<file path="src/sv/hid_keyboard_report_builder_core_defines.svh">
// ----------------------------------------------------------------------------
// Assertion macros for the keyboard report builder
// Shared shorthand for clocked, reset-qualified concurrent assertions.
// ----------------------------------------------------------------------------
`ifndef HID_KEYBOARD_REPORT_BUILDER_CORE_DEFINES_SVH
`define HID_KEYBOARD_REPORT_BUILDER_CORE_DEFINES_SVH

// Checked on every rising clock edge, switched off while reset is asserted.
`define HKRB_ASSERT(name, prop, msg) \
  name: assert property (@(posedge clk_i) disable iff (!rst_ni) (prop)) else $error(msg);

// Same, but the property also holds during reset.
`define HKRB_ASSERT_ALWAYS(name, prop, msg) \
  name: assert property (@(posedge clk_i) (prop)) else $error(msg);

`endif

</file>
<file path="src/sv/hkrb_pkg.sv">
// ----------------------------------------------------------------------------
// hkrb_pkg
// Types, constants and the ASCII keycode table of the keyboard report builder.
// ----------------------------------------------------------------------------
`timescale 1ns / 1ps

package hkrb_pkg;

  localparam int KeySlots   = 5;  // key slots kept in the report, 1 to 6
  localparam int ShownSlots = 5;  // key slots carried on the output
  localparam int KeyW       = 7;
  localparam int CodeW      = 8;
  localparam int ModW       = 8;

  localparam logic [CodeW-1:0] RawBase   = 8'd136;
  localparam logic [ModW-1:0]  ShiftMask = 8'h02;

  typedef enum logic [1:0] {
    OP_PRESS       = 2'd0,
    OP_RELEASE     = 2'd1,
    OP_TYPE        = 2'd2,
    OP_RELEASE_ALL = 2'd3
  } op_e;

  typedef enum logic [1:0] {
    ST_IDLE,
    ST_PRESS,
    ST_RELEASE,
    ST_CLEAR
  } state_e;

  typedef struct packed {
    logic capture;     // latch the incoming key code
    logic do_press;
    logic do_release;
    logic do_clear;
    logic load_out;    // copy the updated report into the output register
    logic last;
  } cmd_t;

  typedef struct packed {
    logic press_emit;  // a press would send a report
    logic rel_emit;    // a release would send a report
  } status_t;

  // Bit 7 adds left shift, bits 6..0 are the keycode, zero means unmapped.
  localparam logic [7:0] AsciiRom [0:127] = '{
    8'h00, 8'h00, 8'h00, 8'h00, 8'h00, 8'h00, 8'h00, 8'h00, 8'h2a, 8'h2b, 8'h28, 8'h00,
    8'h00, 8'h00, 8'h00, 8'h00, 8'h00, 8'h00, 8'h00, 8'h00, 8'h00, 8'h00, 8'h00, 8'h00,
    8'h00, 8'h00, 8'h00, 8'h00, 8'h00, 8'h00, 8'h00, 8'h00, 8'h2c, 8'h9e, 8'hb4, 8'ha0,
    8'ha1, 8'ha2, 8'ha4, 8'h34, 8'ha6, 8'ha7, 8'ha5, 8'hae, 8'h36, 8'h2d, 8'h37, 8'h38,
    8'h27, 8'h1e, 8'h1f, 8'h20, 8'h21, 8'h22, 8'h23, 8'h24, 8'h25, 8'h26, 8'hb3, 8'h33,
    8'hb6, 8'h2e, 8'hb7, 8'hb8, 8'h9f, 8'h84, 8'h85, 8'h86, 8'h87, 8'h88, 8'h89, 8'h8a,
    8'h8b, 8'h8c, 8'h8d, 8'h8e, 8'h8f, 8'h90, 8'h91, 8'h92, 8'h93, 8'h94, 8'h95, 8'h96,
    8'h97, 8'h98, 8'h99, 8'h9a, 8'h9b, 8'h9c, 8'h9d, 8'h2f, 8'h31, 8'h30, 8'ha3, 8'had,
    8'h35, 8'h04, 8'h05, 8'h06, 8'h07, 8'h08, 8'h09, 8'h0a, 8'h0b, 8'h0c, 8'h0d, 8'h0e,
    8'h0f, 8'h10, 8'h11, 8'h12, 8'h13, 8'h14, 8'h15, 8'h16, 8'h17, 8'h18, 8'h19, 8'h1a,
    8'h1b, 8'h1c, 8'h1d, 8'haf, 8'hb1, 8'hb0, 8'hb5, 8'h00
  };

endpackage

</file>
<file path="src/sv/hkrb_datapath.sv">
// ----------------------------------------------------------------------------
// hkrb_datapath
// Key code decode, report state (modifier byte and key slots) and the
// output report register.
// ----------------------------------------------------------------------------
`timescale 1ns / 1ps

module hkrb_datapath (
  input  logic                                clk_i,
  input  logic                                rst_ni,
  input  hkrb_pkg::cmd_t                      cmd_i,
  input  logic [hkrb_pkg::CodeW-1:0]          key_code_i,
  output hkrb_pkg::status_t                   status_o,
  output logic [hkrb_pkg::ModW-1:0]           out_mod_o,
  output logic [hkrb_pkg::ShownSlots-1:0][hkrb_pkg::KeyW-1:0] out_slots_o,
  output logic                                out_last_o
);

  logic [hkrb_pkg::CodeW-1:0] code_q;
  logic [hkrb_pkg::ModW-1:0]  mod_q, mod_d;
  logic [hkrb_pkg::KeyW-1:0]  slots_q [hkrb_pkg::KeySlots];
  logic [hkrb_pkg::KeyW-1:0]  slots_d [hkrb_pkg::KeySlots];

  logic [hkrb_pkg::ModW-1:0]  out_mod_q;
  logic [hkrb_pkg::ShownSlots-1:0][hkrb_pkg::KeyW-1:0] out_slots_q, out_slots_d;
  logic                       out_last_q;

  logic [7:0]                 rom_word;
  logic                       mapped;
  logic [hkrb_pkg::KeyW-1:0]  kc;
  logic [hkrb_pkg::ModW-1:0]  mm;
  logic                       present;
  logic                       has_free;
  logic                       placed;

  // Decode the latched code into keycode, modifier mask and a mapped flag.
  always_comb begin
    rom_word = hkrb_pkg::AsciiRom[code_q[6:0]];
    mapped   = 1'b1;
    kc       = '0;
    mm       = '0;
    if (code_q >= hkrb_pkg::RawBase) begin
      kc = hkrb_pkg::KeyW'(code_q - hkrb_pkg::RawBase);
    end else if (code_q[7]) begin
      mm = hkrb_pkg::ModW'(1) << code_q[2:0];
    end else begin
      mapped = (rom_word != 8'h00);
      if (rom_word[7]) begin
        mm = hkrb_pkg::ShiftMask;
      end
      kc = rom_word[6:0];
    end
  end

  always_comb begin
    present  = 1'b0;
    has_free = 1'b0;
    for (int i = 0; i < hkrb_pkg::KeySlots; i++) begin
      if (slots_q[i] == kc) present = 1'b1;
      if (slots_q[i] == '0) has_free = 1'b1;
    end
  end

  assign status_o.press_emit = mapped && ((kc == '0) || present || has_free);
  assign status_o.rel_emit   = mapped;

  always_comb begin
    mod_d   = mod_q;
    slots_d = slots_q;
    placed  = 1'b0;
    if (cmd_i.do_clear) begin
      mod_d = '0;
      for (int i = 0; i < hkrb_pkg::KeySlots; i++) slots_d[i] = '0;
    end else if (cmd_i.do_press && mapped) begin
      mod_d = mod_q | mm;
      // A new key goes into the first empty slot, unless it is already held.
      if ((kc != '0) && !present) begin
        for (int i = 0; i < hkrb_pkg::KeySlots; i++) begin
          if (!placed && (slots_q[i] == '0)) begin
            slots_d[i] = kc;
            placed     = 1'b1;
          end
        end
      end
    end else if (cmd_i.do_release && mapped) begin
      mod_d = mod_q & ~mm;
      if (kc != '0) begin
        for (int i = 0; i < hkrb_pkg::KeySlots; i++) begin
          if (slots_q[i] == kc) slots_d[i] = '0;
        end
      end
    end
  end

  always_comb begin
    for (int s = 0; s < hkrb_pkg::ShownSlots; s++) begin
      out_slots_d[s] = '0;
      if (s < hkrb_pkg::KeySlots) out_slots_d[s] = slots_d[s];
    end
  end

  always_ff @(posedge clk_i or negedge rst_ni) begin
    if (!rst_ni) begin
      mod_q <= '0;
      for (int i = 0; i < hkrb_pkg::KeySlots; i++) slots_q[i] <= '0;
    end else begin
      mod_q   <= mod_d;
      slots_q <= slots_d;
    end
  end

  always_ff @(posedge clk_i) begin
    if (cmd_i.capture) begin
      code_q <= key_code_i;
    end
    if (cmd_i.load_out) begin
      out_mod_q   <= mod_d;
      out_slots_q <= out_slots_d;
      out_last_q  <= cmd_i.last;
    end
  end

  assign out_mod_o   = out_mod_q;
  assign out_slots_o = out_slots_q;
  assign out_last_o  = out_last_q;

endmodule

</file>
<file path="src/sv/hkrb_ctrl.sv">
// ----------------------------------------------------------------------------
// hkrb_ctrl
// Sequencer for key events and the valid flag of the output report register.
// ----------------------------------------------------------------------------
`timescale 1ns / 1ps

`include "hid_keyboard_report_builder_core_defines.svh"

module hkrb_ctrl (
  input  logic              clk_i,
  input  logic              rst_ni,
  input  logic              in_valid_i,
  output logic              in_ready_o,
  input  logic [1:0]        in_op_i,
  output logic              out_valid_o,
  input  logic              out_ready_i,
  input  hkrb_pkg::status_t status_i,
  output hkrb_pkg::cmd_t    cmd_o
);

  hkrb_pkg::state_e state_q, state_d;
  logic             type_q, type_d;
  logic             out_valid_q, out_valid_d;
  logic             out_free;
  logic             accept;
  logic             emit;
  logic             advance;

  assign out_free = !out_valid_q || out_ready_i;
  assign accept   = in_valid_i && in_ready_o;

  always_comb begin
    state_d    = state_q;
    type_d     = type_q;
    cmd_o      = '0;
    in_ready_o = 1'b0;
    emit       = 1'b0;
    advance    = 1'b0;
    case (state_q)
      hkrb_pkg::ST_IDLE: begin
        in_ready_o    = 1'b1;
        cmd_o.capture = in_valid_i;
        if (in_valid_i) begin
          type_d = (hkrb_pkg::op_e'(in_op_i) == hkrb_pkg::OP_TYPE);
          case (hkrb_pkg::op_e'(in_op_i))
            hkrb_pkg::OP_PRESS, hkrb_pkg::OP_TYPE: state_d = hkrb_pkg::ST_PRESS;
            hkrb_pkg::OP_RELEASE:                  state_d = hkrb_pkg::ST_RELEASE;
            default:                               state_d = hkrb_pkg::ST_CLEAR;
          endcase
        end
      end
      hkrb_pkg::ST_PRESS: begin
        emit           = status_i.press_emit;
        advance        = !emit || out_free;
        cmd_o.do_press = advance;
        cmd_o.last     = !type_q;
        if (advance) begin
          state_d = type_q ? hkrb_pkg::ST_RELEASE : hkrb_pkg::ST_IDLE;
        end
      end
      hkrb_pkg::ST_RELEASE: begin
        emit             = status_i.rel_emit;
        advance          = !emit || out_free;
        cmd_o.do_release = advance;
        cmd_o.last       = 1'b1;
        if (advance) state_d = hkrb_pkg::ST_IDLE;
      end
      hkrb_pkg::ST_CLEAR: begin
        emit           = 1'b1;
        advance        = out_free;
        cmd_o.do_clear = advance;
        cmd_o.last     = 1'b1;
        if (advance) state_d = hkrb_pkg::ST_IDLE;
      end
      default: begin
        state_d = hkrb_pkg::ST_IDLE;
      end
    endcase
    cmd_o.load_out = emit && advance;
  end

  always_comb begin
    out_valid_d = out_valid_q;
    if (out_ready_i) out_valid_d = 1'b0;
    if (cmd_o.load_out) out_valid_d = 1'b1;
  end

  always_ff @(posedge clk_i or negedge rst_ni) begin
    if (!rst_ni) begin
      state_q     <= hkrb_pkg::ST_IDLE;
      type_q      <= 1'b0;
      out_valid_q <= 1'b0;
    end else begin
      state_q     <= state_d;
      type_q      <= type_d;
      out_valid_q <= out_valid_d;
    end
  end

  assign out_valid_o = out_valid_q;

  `HKRB_ASSERT(a_accept_leaves_idle, accept |=> state_q != hkrb_pkg::ST_IDLE, "accepted request did not start work")
  `HKRB_ASSERT(a_no_overwrite, cmd_o.load_out |-> (!out_valid_q || out_ready_i), "report register overwritten before it was taken")
  `HKRB_ASSERT(a_type_releases, (state_q == hkrb_pkg::ST_PRESS && type_q && advance) |=> state_q == hkrb_pkg::ST_RELEASE, "type request skipped its release")
  `HKRB_ASSERT(a_single_update, $countones({cmd_o.do_press, cmd_o.do_release, cmd_o.do_clear}) <= 1, "more than one report update in a cycle")

endmodule

</file>
<file path="src/sv/hid_keyboard_report_builder_core.sv">
// ----------------------------------------------------------------------------
// hid_keyboard_report_builder_core
// Keeps a keyboard report (modifier byte and key slots) and sends copies on key events.
// ----------------------------------------------------------------------------
// Usage:
//   The slave stream takes one key event per request: tuser carries the
//   operation (press, release, type, release all) and tdata the key code.
//   The master stream sends one report per request: modifier byte and five
//   key slots in tdata, with tlast set on the final report of the event.
//   An event sends zero, one or two reports (type sends press then release).
//   An event's code is captured when it is accepted in idle; each report
//   step in the sequencer then updates the report state and loads any
//   report into the output register. The sequencer handles one event at a
//   time. The next event is taken as soon as the sequencer is back in idle,
//   even while the last report still waits in the output register.
//   Reset clears the modifier byte and all key slots and drops any pending
//   report. When the receiver stalls, a step that must send a report waits
//   until the output register is free; the report state is not updated early.
// ----------------------------------------------------------------------------
`timescale 1ns / 1ps

module hid_keyboard_report_builder_core (
  input  logic        clk_i,
  input  logic        rst_ni,
  input  logic        s_axis_tvalid,
  output logic        s_axis_tready,
  input  logic [7:0]  s_axis_tdata,  // [7:0] key_code
  input  logic [1:0]  s_axis_tuser,  // [1:0] operation
  output logic        m_axis_tvalid,
  input  logic        m_axis_tready,
  // [7:0] modifier_bits, [14:8] slot_zero, [21:15] slot_one, [28:22] slot_two,
  // [35:29] slot_three, [42:36] slot_four, [47:43] zero
  output logic [47:0] m_axis_tdata,
  output logic        m_axis_tlast   // last_report
);

  hkrb_pkg::cmd_t    cmd;
  hkrb_pkg::status_t status;
  logic [hkrb_pkg::ModW-1:0] out_mod;
  logic [hkrb_pkg::ShownSlots-1:0][hkrb_pkg::KeyW-1:0] out_slots;

  hkrb_ctrl u_ctrl (
    .clk_i       (clk_i),
    .rst_ni      (rst_ni),
    .in_valid_i  (s_axis_tvalid),
    .in_ready_o  (s_axis_tready),
    .in_op_i     (s_axis_tuser),
    .out_valid_o (m_axis_tvalid),
    .out_ready_i (m_axis_tready),
    .status_i    (status),
    .cmd_o       (cmd)
  );

  hkrb_datapath u_datapath (
    .clk_i       (clk_i),
    .rst_ni      (rst_ni),
    .cmd_i       (cmd),
    .key_code_i  (s_axis_tdata),
    .status_o    (status),
    .out_mod_o   (out_mod),
    .out_slots_o (out_slots),
    .out_last_o  (m_axis_tlast)
  );

  assign m_axis_tdata = {5'b0, out_slots, out_mod};

endmodule
</file>
<file path="config.mk">
export PLATFORM = sky130hd
export DESIGN_NAME = hid_keyboard_report_builder_core
export DESIGN_NICKNAME = d
export VERILOG_FILES = /design/src/sv/hkrb_pkg.sv /design/src/sv/hkrb_datapath.sv /design/src/sv/hkrb_ctrl.sv /design/src/sv/hid_keyboard_report_builder_core.sv
export VERILOG_INCLUDE_DIRS = /design/src /design/src/sv
export SDC_FILE = /design/constraint.sdc
export NUM_CORES = 1
export LEC_CHECK = 0
export ABC_AREA = 1
export BUFFER_PORTS_ARGS = -buffer_cell sky130_fd_sc_hd__buf_2
export CELL_PAD_IN_SITES_DETAIL_PLACEMENT = 1
export CELL_PAD_IN_SITES_GLOBAL_PLACEMENT = 2
export CORE_ASPECT_RATIO = 1.1
export CORE_MARGIN = 2
export CORE_UTILIZATION = 35
export CTS_CLUSTER_DIAMETER = 50
export DETAILED_ROUTE_END_ITERATION = 16
export PLACE_DENSITY = 0.92
export REMOVE_ABC_BUFFERS = 1
export SLEW_MARGIN = 20
export SYNTH_ARGS = -nofsm -noshare
export SYNTH_HDL_FRONTEND = slang
export SYNTH_HIERARCHICAL = 1
export SYNTH_SLANG_ARGS = --single-unit
export TNS_END_PERCENT = 50
</file>
<file path="constraint.sdc">
create_clock -name clk_i -period 9.14 [get_ports clk_i]
set_clock_uncertainty 0.05 [all_clocks]
set_input_delay 1.828 -clock clk_i [delete_from_list [all_inputs] [get_ports clk_i]]
set_output_delay 1.828 -clock clk_i [all_outputs]
set_load 0.03 [all_outputs]
</file>
==> flow_summary.rst <==
.. list-table::
   :header-rows: 1

   * - Metric
     - Value
   * - Vias after detailed routing
     - 5,571
   * - Final routed DRC violation total
     - 0
   * - Cts bufs inserted
     - 9
   * - Core area
     - 17,100 um2
   * - Remaining antenna violation count after routing
     - 0
   * - Fraction of final layout cells sized beyond drive strength 1
     - 0.142
   * - Clock tree buffer depth
     - 2
   * - Final global-route overflow total
     - 0
   * - Antenna Diode Count
     - 0
   * - Worst hold-check path type
     - flop to flop
   * - Port buffer count
     - 59
   * - Slowest stage delay, CP
     - 710 ps
   * - Mean routed wirelength per cell
     - 18.2 um
   * - Syn-to-layout area delta
     - 11.3%
   * - Clock network latency to the later pin of the worst-skew pair
     - 360 ps
   * - Post-placement worst setup slack
     - 2860 ps
   * - Die height
     - 143 um
   * - Async SR Flop Fraction
     - 0.475
   * - Vias in the first global route
     - 5,705
   * - Final hold vios
     - 0
   * - Portion of the post-synthesis area used by sequential elements
     - 0.448
   * - Maximum number of pins on one net before global-route repair
     - 48
   * - P_leak
     - 3.08 nW
   * - Average cell area after synthesis
     - 7.86 um2
   * - Global-route wire length before repair
     - 30,700 um
   * - Tightest slew margin relative to the limit
     - 0.395
   * - Starting density of the core
     - 0.358
   * - Largest driver fanout on the critical path
     - 44
   * - Final Core Density
     - 0.398
   * - CTS clock-pin slew for the worst setup and hold paths
     - 70 ps
   * - Cell type with the largest total area after synthesis
     - sky130_fd_sc_hd__edfxtp_1
   * - Net count of the finished layout
     - 841
   * - Setup_tns
     - 0 ps
   * - Status
     - complete, no violations
   * - Commonest register cell after synthesis
     - sky130_fd_sc_hd__edfxtp_1
   * - Synthesized instance count
     - 777
   * - Number of hold-repair buffers added at the cts stage
     - 0
   * - Arr. time, crit path
     - 6550 ps
   * - Achievable clock frequency
     - 155 MHz
   * - Placed wire-length estimate after detailed placement
     - 13,500 um
   * - Category of the worst setup path capture point
     - flop
   * - Unrepaired setup endpoints after global routing
     - no
   * - Max-capacitance violation count
     - 0
   * - Post-DR vias/cell
     - 5.27
   * - I/O pin count
     - 65
   * - FP Rows
     - 50
   * - Overall routed net length
     - 19,200 um
   * - Slowest CP cell
     - sky130_fd_sc_hd__nor2_4
   * - H-tree levels
     - 3
   * - Flop2flop setup slack
     - 2700 ps
   * - Placed Instance Area
     - 6500 um2
   * - Worst Tran Pin Value
     - 905 ps
   * - Max rail drop VDD
     - 0.000134 V
   * - Number of distinct library cells after synthesis
     - 38
   * - Sinks on Clock Net
     - 99
   * - Clk root buf
     - sky130_fd_sc_hd__clkbuf_16
   * - Area of the die
     - 18,500 um2
   * - Number of antenna violations at the first check in global routing
     - 0
   * - Category of the critical setup timing path
     - flop to flop
   * - Total of cells resized after clock tree synthesis
     - 0
   * - Final critical path time including I/O delays and setup
     - 6440 ps
   * - Post-CTS Setup Inserts
     - 0
   * - Worst Path Required
     - 9250 ps
   * - Total routing usage reported by global routing
     - 0.215
   * - Buf+Inv Stages, Crit Path
     - 7
   * - Category of the worst setup path launch point
     - flop
   * - Fill cells
     - 2,131
   * - Synthesis warning total
     - 6
   * - Clock tree from TritonCTS
     - done
   * - Dominant cells by area after synthesis
     - sky130_fd_sc_hd__edfxtp_1 (26%), sky130_fd_sc_hd__dfrtp_1 (19%), sky130_fd_sc_hd__nand2_1 (12%)
   * - Iter 0 DRT Violations
     - 294
   * - Cell area after technology mapping
     - 6110 um2
   * - Slew Viols, Final
     - 0
   * - Placer Congestion
     - 0.919
   * - Register bit total from synthesis
     - 99
   * - Number of flops mapped to enable cells by yosys
     - 52
   * - Iteration count of the initial detailed-routing pass
     - 4
   * - Share of the synthesized area in the top cell type
     - 0.256
   * - Die width
     - 130 um
   * - Final instance area
     - 6800 um2
   * - Slack of the critical path
     - 2700 ps
   * - Power per unit of standard cell area
     - 379 nW/um2
   * - Top Family by Delay on Critical Path
     - simple AND/OR/NAND/NOR gates
   * - Total of endpoints with negative setup slack in the final report
     - 0
   * - Post-route clock period utilization
     - 0.705
## placed cells by master (no fill, tap or decap), types with 2 or more instances in the layout
| cell type | instances |
|---|---|
| sky130_fd_sc_hd__clkbuf_1 | 2 |
| sky130_fd_sc_hd__nor2_4 | 2 |
| sky130_fd_sc_hd__nand2_4 | 4 |
| sky130_fd_sc_hd__inv_2 | 7 |
| sky130_fd_sc_hd__clkinvlp_4 | 2 |
| sky130_fd_sc_hd__nand3_2 | 4 |
| sky130_fd_sc_hd__conb_1 | 5 |
| sky130_fd_sc_hd__edfxtp_1 | 52 |
| sky130_fd_sc_hd__clkinv_2 | 2 |
| sky130_fd_sc_hd__buf_2 | 59 |
| sky130_fd_sc_hd__nor2_1 | 65 |
| sky130_fd_sc_hd__o31ai_1 | 5 |
| sky130_fd_sc_hd__nand2_2 | 13 |
| sky130_fd_sc_hd__nor2_2 | 7 |
| sky130_fd_sc_hd__o21ai_1 | 7 |
| sky130_fd_sc_hd__ha_1 | 9 |
| sky130_fd_sc_hd__xor2_1 | 10 |
| sky130_fd_sc_hd__dfrtp_1 | 47 |
| sky130_fd_sc_hd__clkbuf_16 | 9 |
| sky130_fd_sc_hd__inv_1 | 70 |
| sky130_fd_sc_hd__o21ai_0 | 20 |
| sky130_fd_sc_hd__nand4_1 | 36 |
| sky130_fd_sc_hd__a21oi_1 | 49 |
| sky130_fd_sc_hd__buf_4 | 4 |
| sky130_fd_sc_hd__nand2_1 | 202 |
| sky130_fd_sc_hd__nor3_1 | 7 |
| sky130_fd_sc_hd__nor4_1 | 5 |
| sky130_fd_sc_hd__nand3_1 | 82 |
| sky130_fd_sc_hd__o211ai_1 | 25 |
## synthesized netlist by cell type (5+ instances only)
library cell and count:
sky130_fd_sc_hd__dfrtp_1 47, sky130_fd_sc_hd__clkbuf_1 8, sky130_fd_sc_hd__buf_4 16, sky130_fd_sc_hd__nor2_1 65, sky130_fd_sc_hd__xor2_1 10, sky130_fd_sc_hd__inv_2 7, sky130_fd_sc_hd__nand2_1 202, sky130_fd_sc_hd__inv_1 71
sky130_fd_sc_hd__nand4_1 36, sky130_fd_sc_hd__nor4_1 5, sky130_fd_sc_hd__a21oi_1 49, sky130_fd_sc_hd__nor3_1 7, sky130_fd_sc_hd__o21ai_1 7, sky130_fd_sc_hd__ha_1 9, sky130_fd_sc_hd__nand3_1 82, sky130_fd_sc_hd__buf_2 8
sky130_fd_sc_hd__o31ai_1 5, sky130_fd_sc_hd__nor2_2 7, sky130_fd_sc_hd__edfxtp_1 52, sky130_fd_sc_hd__o211ai_1 25, sky130_fd_sc_hd__o21ai_0 20, sky130_fd_sc_hd__nand2_2 13
## through the flow
stage / hold slack, ps / power [mW] / cells
6_report: 475 / 2.58 / 1057
2_1_floorplan: 420 / 1.78 / 744
4_1_cts: 484 / 2.59 / 1057
3_5_place_dp: 470 / 2.19 / 1041
3_3_place_gp: 449 / 2.17 / 1041
5_1_grt: 512 / 2.77 / 1057
## final timing paths
| check | from | endpoint | cells after the start |
|---|---|---|---|
| min | u_ctrl/type_q | u_ctrl/type_q | 2 |
| min in group asynchronous | rst_ni | u_datapath/slots_q[1] | 2 |
| max | u_datapath/code_q[1] | u_datapath/out_slots_o[30] | 28 |
| min reg2reg | u_ctrl/type_q | u_ctrl/type_q | 2 |
| max in group asynchronous | rst_ni | u_datapath/slots_q[31] | 2 |
| max reg2reg | u_datapath/code_q[1] | u_datapath/out_slots_o[30] | 28 |
## state kept, by name, summed over array words and instances (netlist names)
signal and count:
u_ctrl/out_valid_o 1, u_ctrl/state_q 2, u_datapath/out_mod_o 8, u_ctrl/type_q 1, u_datapath/slots_q 35, u_datapath/mod_q 8, u_datapath/out_last_o 1, u_datapath/code_q 8
u_datapath/out_slots_o 35
## layer usage
layer / up-vias / wire length, um / track usage
li1: 2689 / - / -
met1: 2735 / 8450 / 0.276
met2: 114 / 9680 / 0.363
met3: 33 / 665 / 0.0421
met4: 0 / 405 / 0.0696
met5: - / 0 / 0
## worst min-delay path: cells and delay by family (launching register included)
family | cells | cell delay (ps)
AO/OA/AOI/OAI | 1 | 80
flip-flops | 1 | 350
AND/OR/NAND/NOR | 1 | 60
## power by group
| part | total [mW] | switching (mW) | internal [mW] |
|---|---|---|---|
| clock | 0.385 | 0.165 | 0.219 |
| combinational | 1.30 | 0.943 | 0.362 |
| sequential | 0.888 | 0.158 | 0.730 |
| total | 2.58 | 1.27 | 1.31 |
## area by class of cell
type / count / area [um2] / share of cell area
flip-flops and latches: 99 / 2740 / 0.403
clock inverters: 4 / 50.0 / 0.00736
inverters: 79 / 298 / 0.0438
clock buffers: 12 / 246 / 0.0363
multi-input cells: 566 / 2850 / 0.419
repair buffers: 63 / 325 / 0.0479
well taps: 234 / 293 / 0.0431
## kinds of logic after synthesis
kind of cell / synth area share
compound gates: 0.104
xor+xnor: 0.0158
fa+ha+maj: 0.0184
buf+inv: 0.0879
flops: 0.448
other cells: 0.000614
simple gates: 0.325
(Power assumes the default switching activity.)
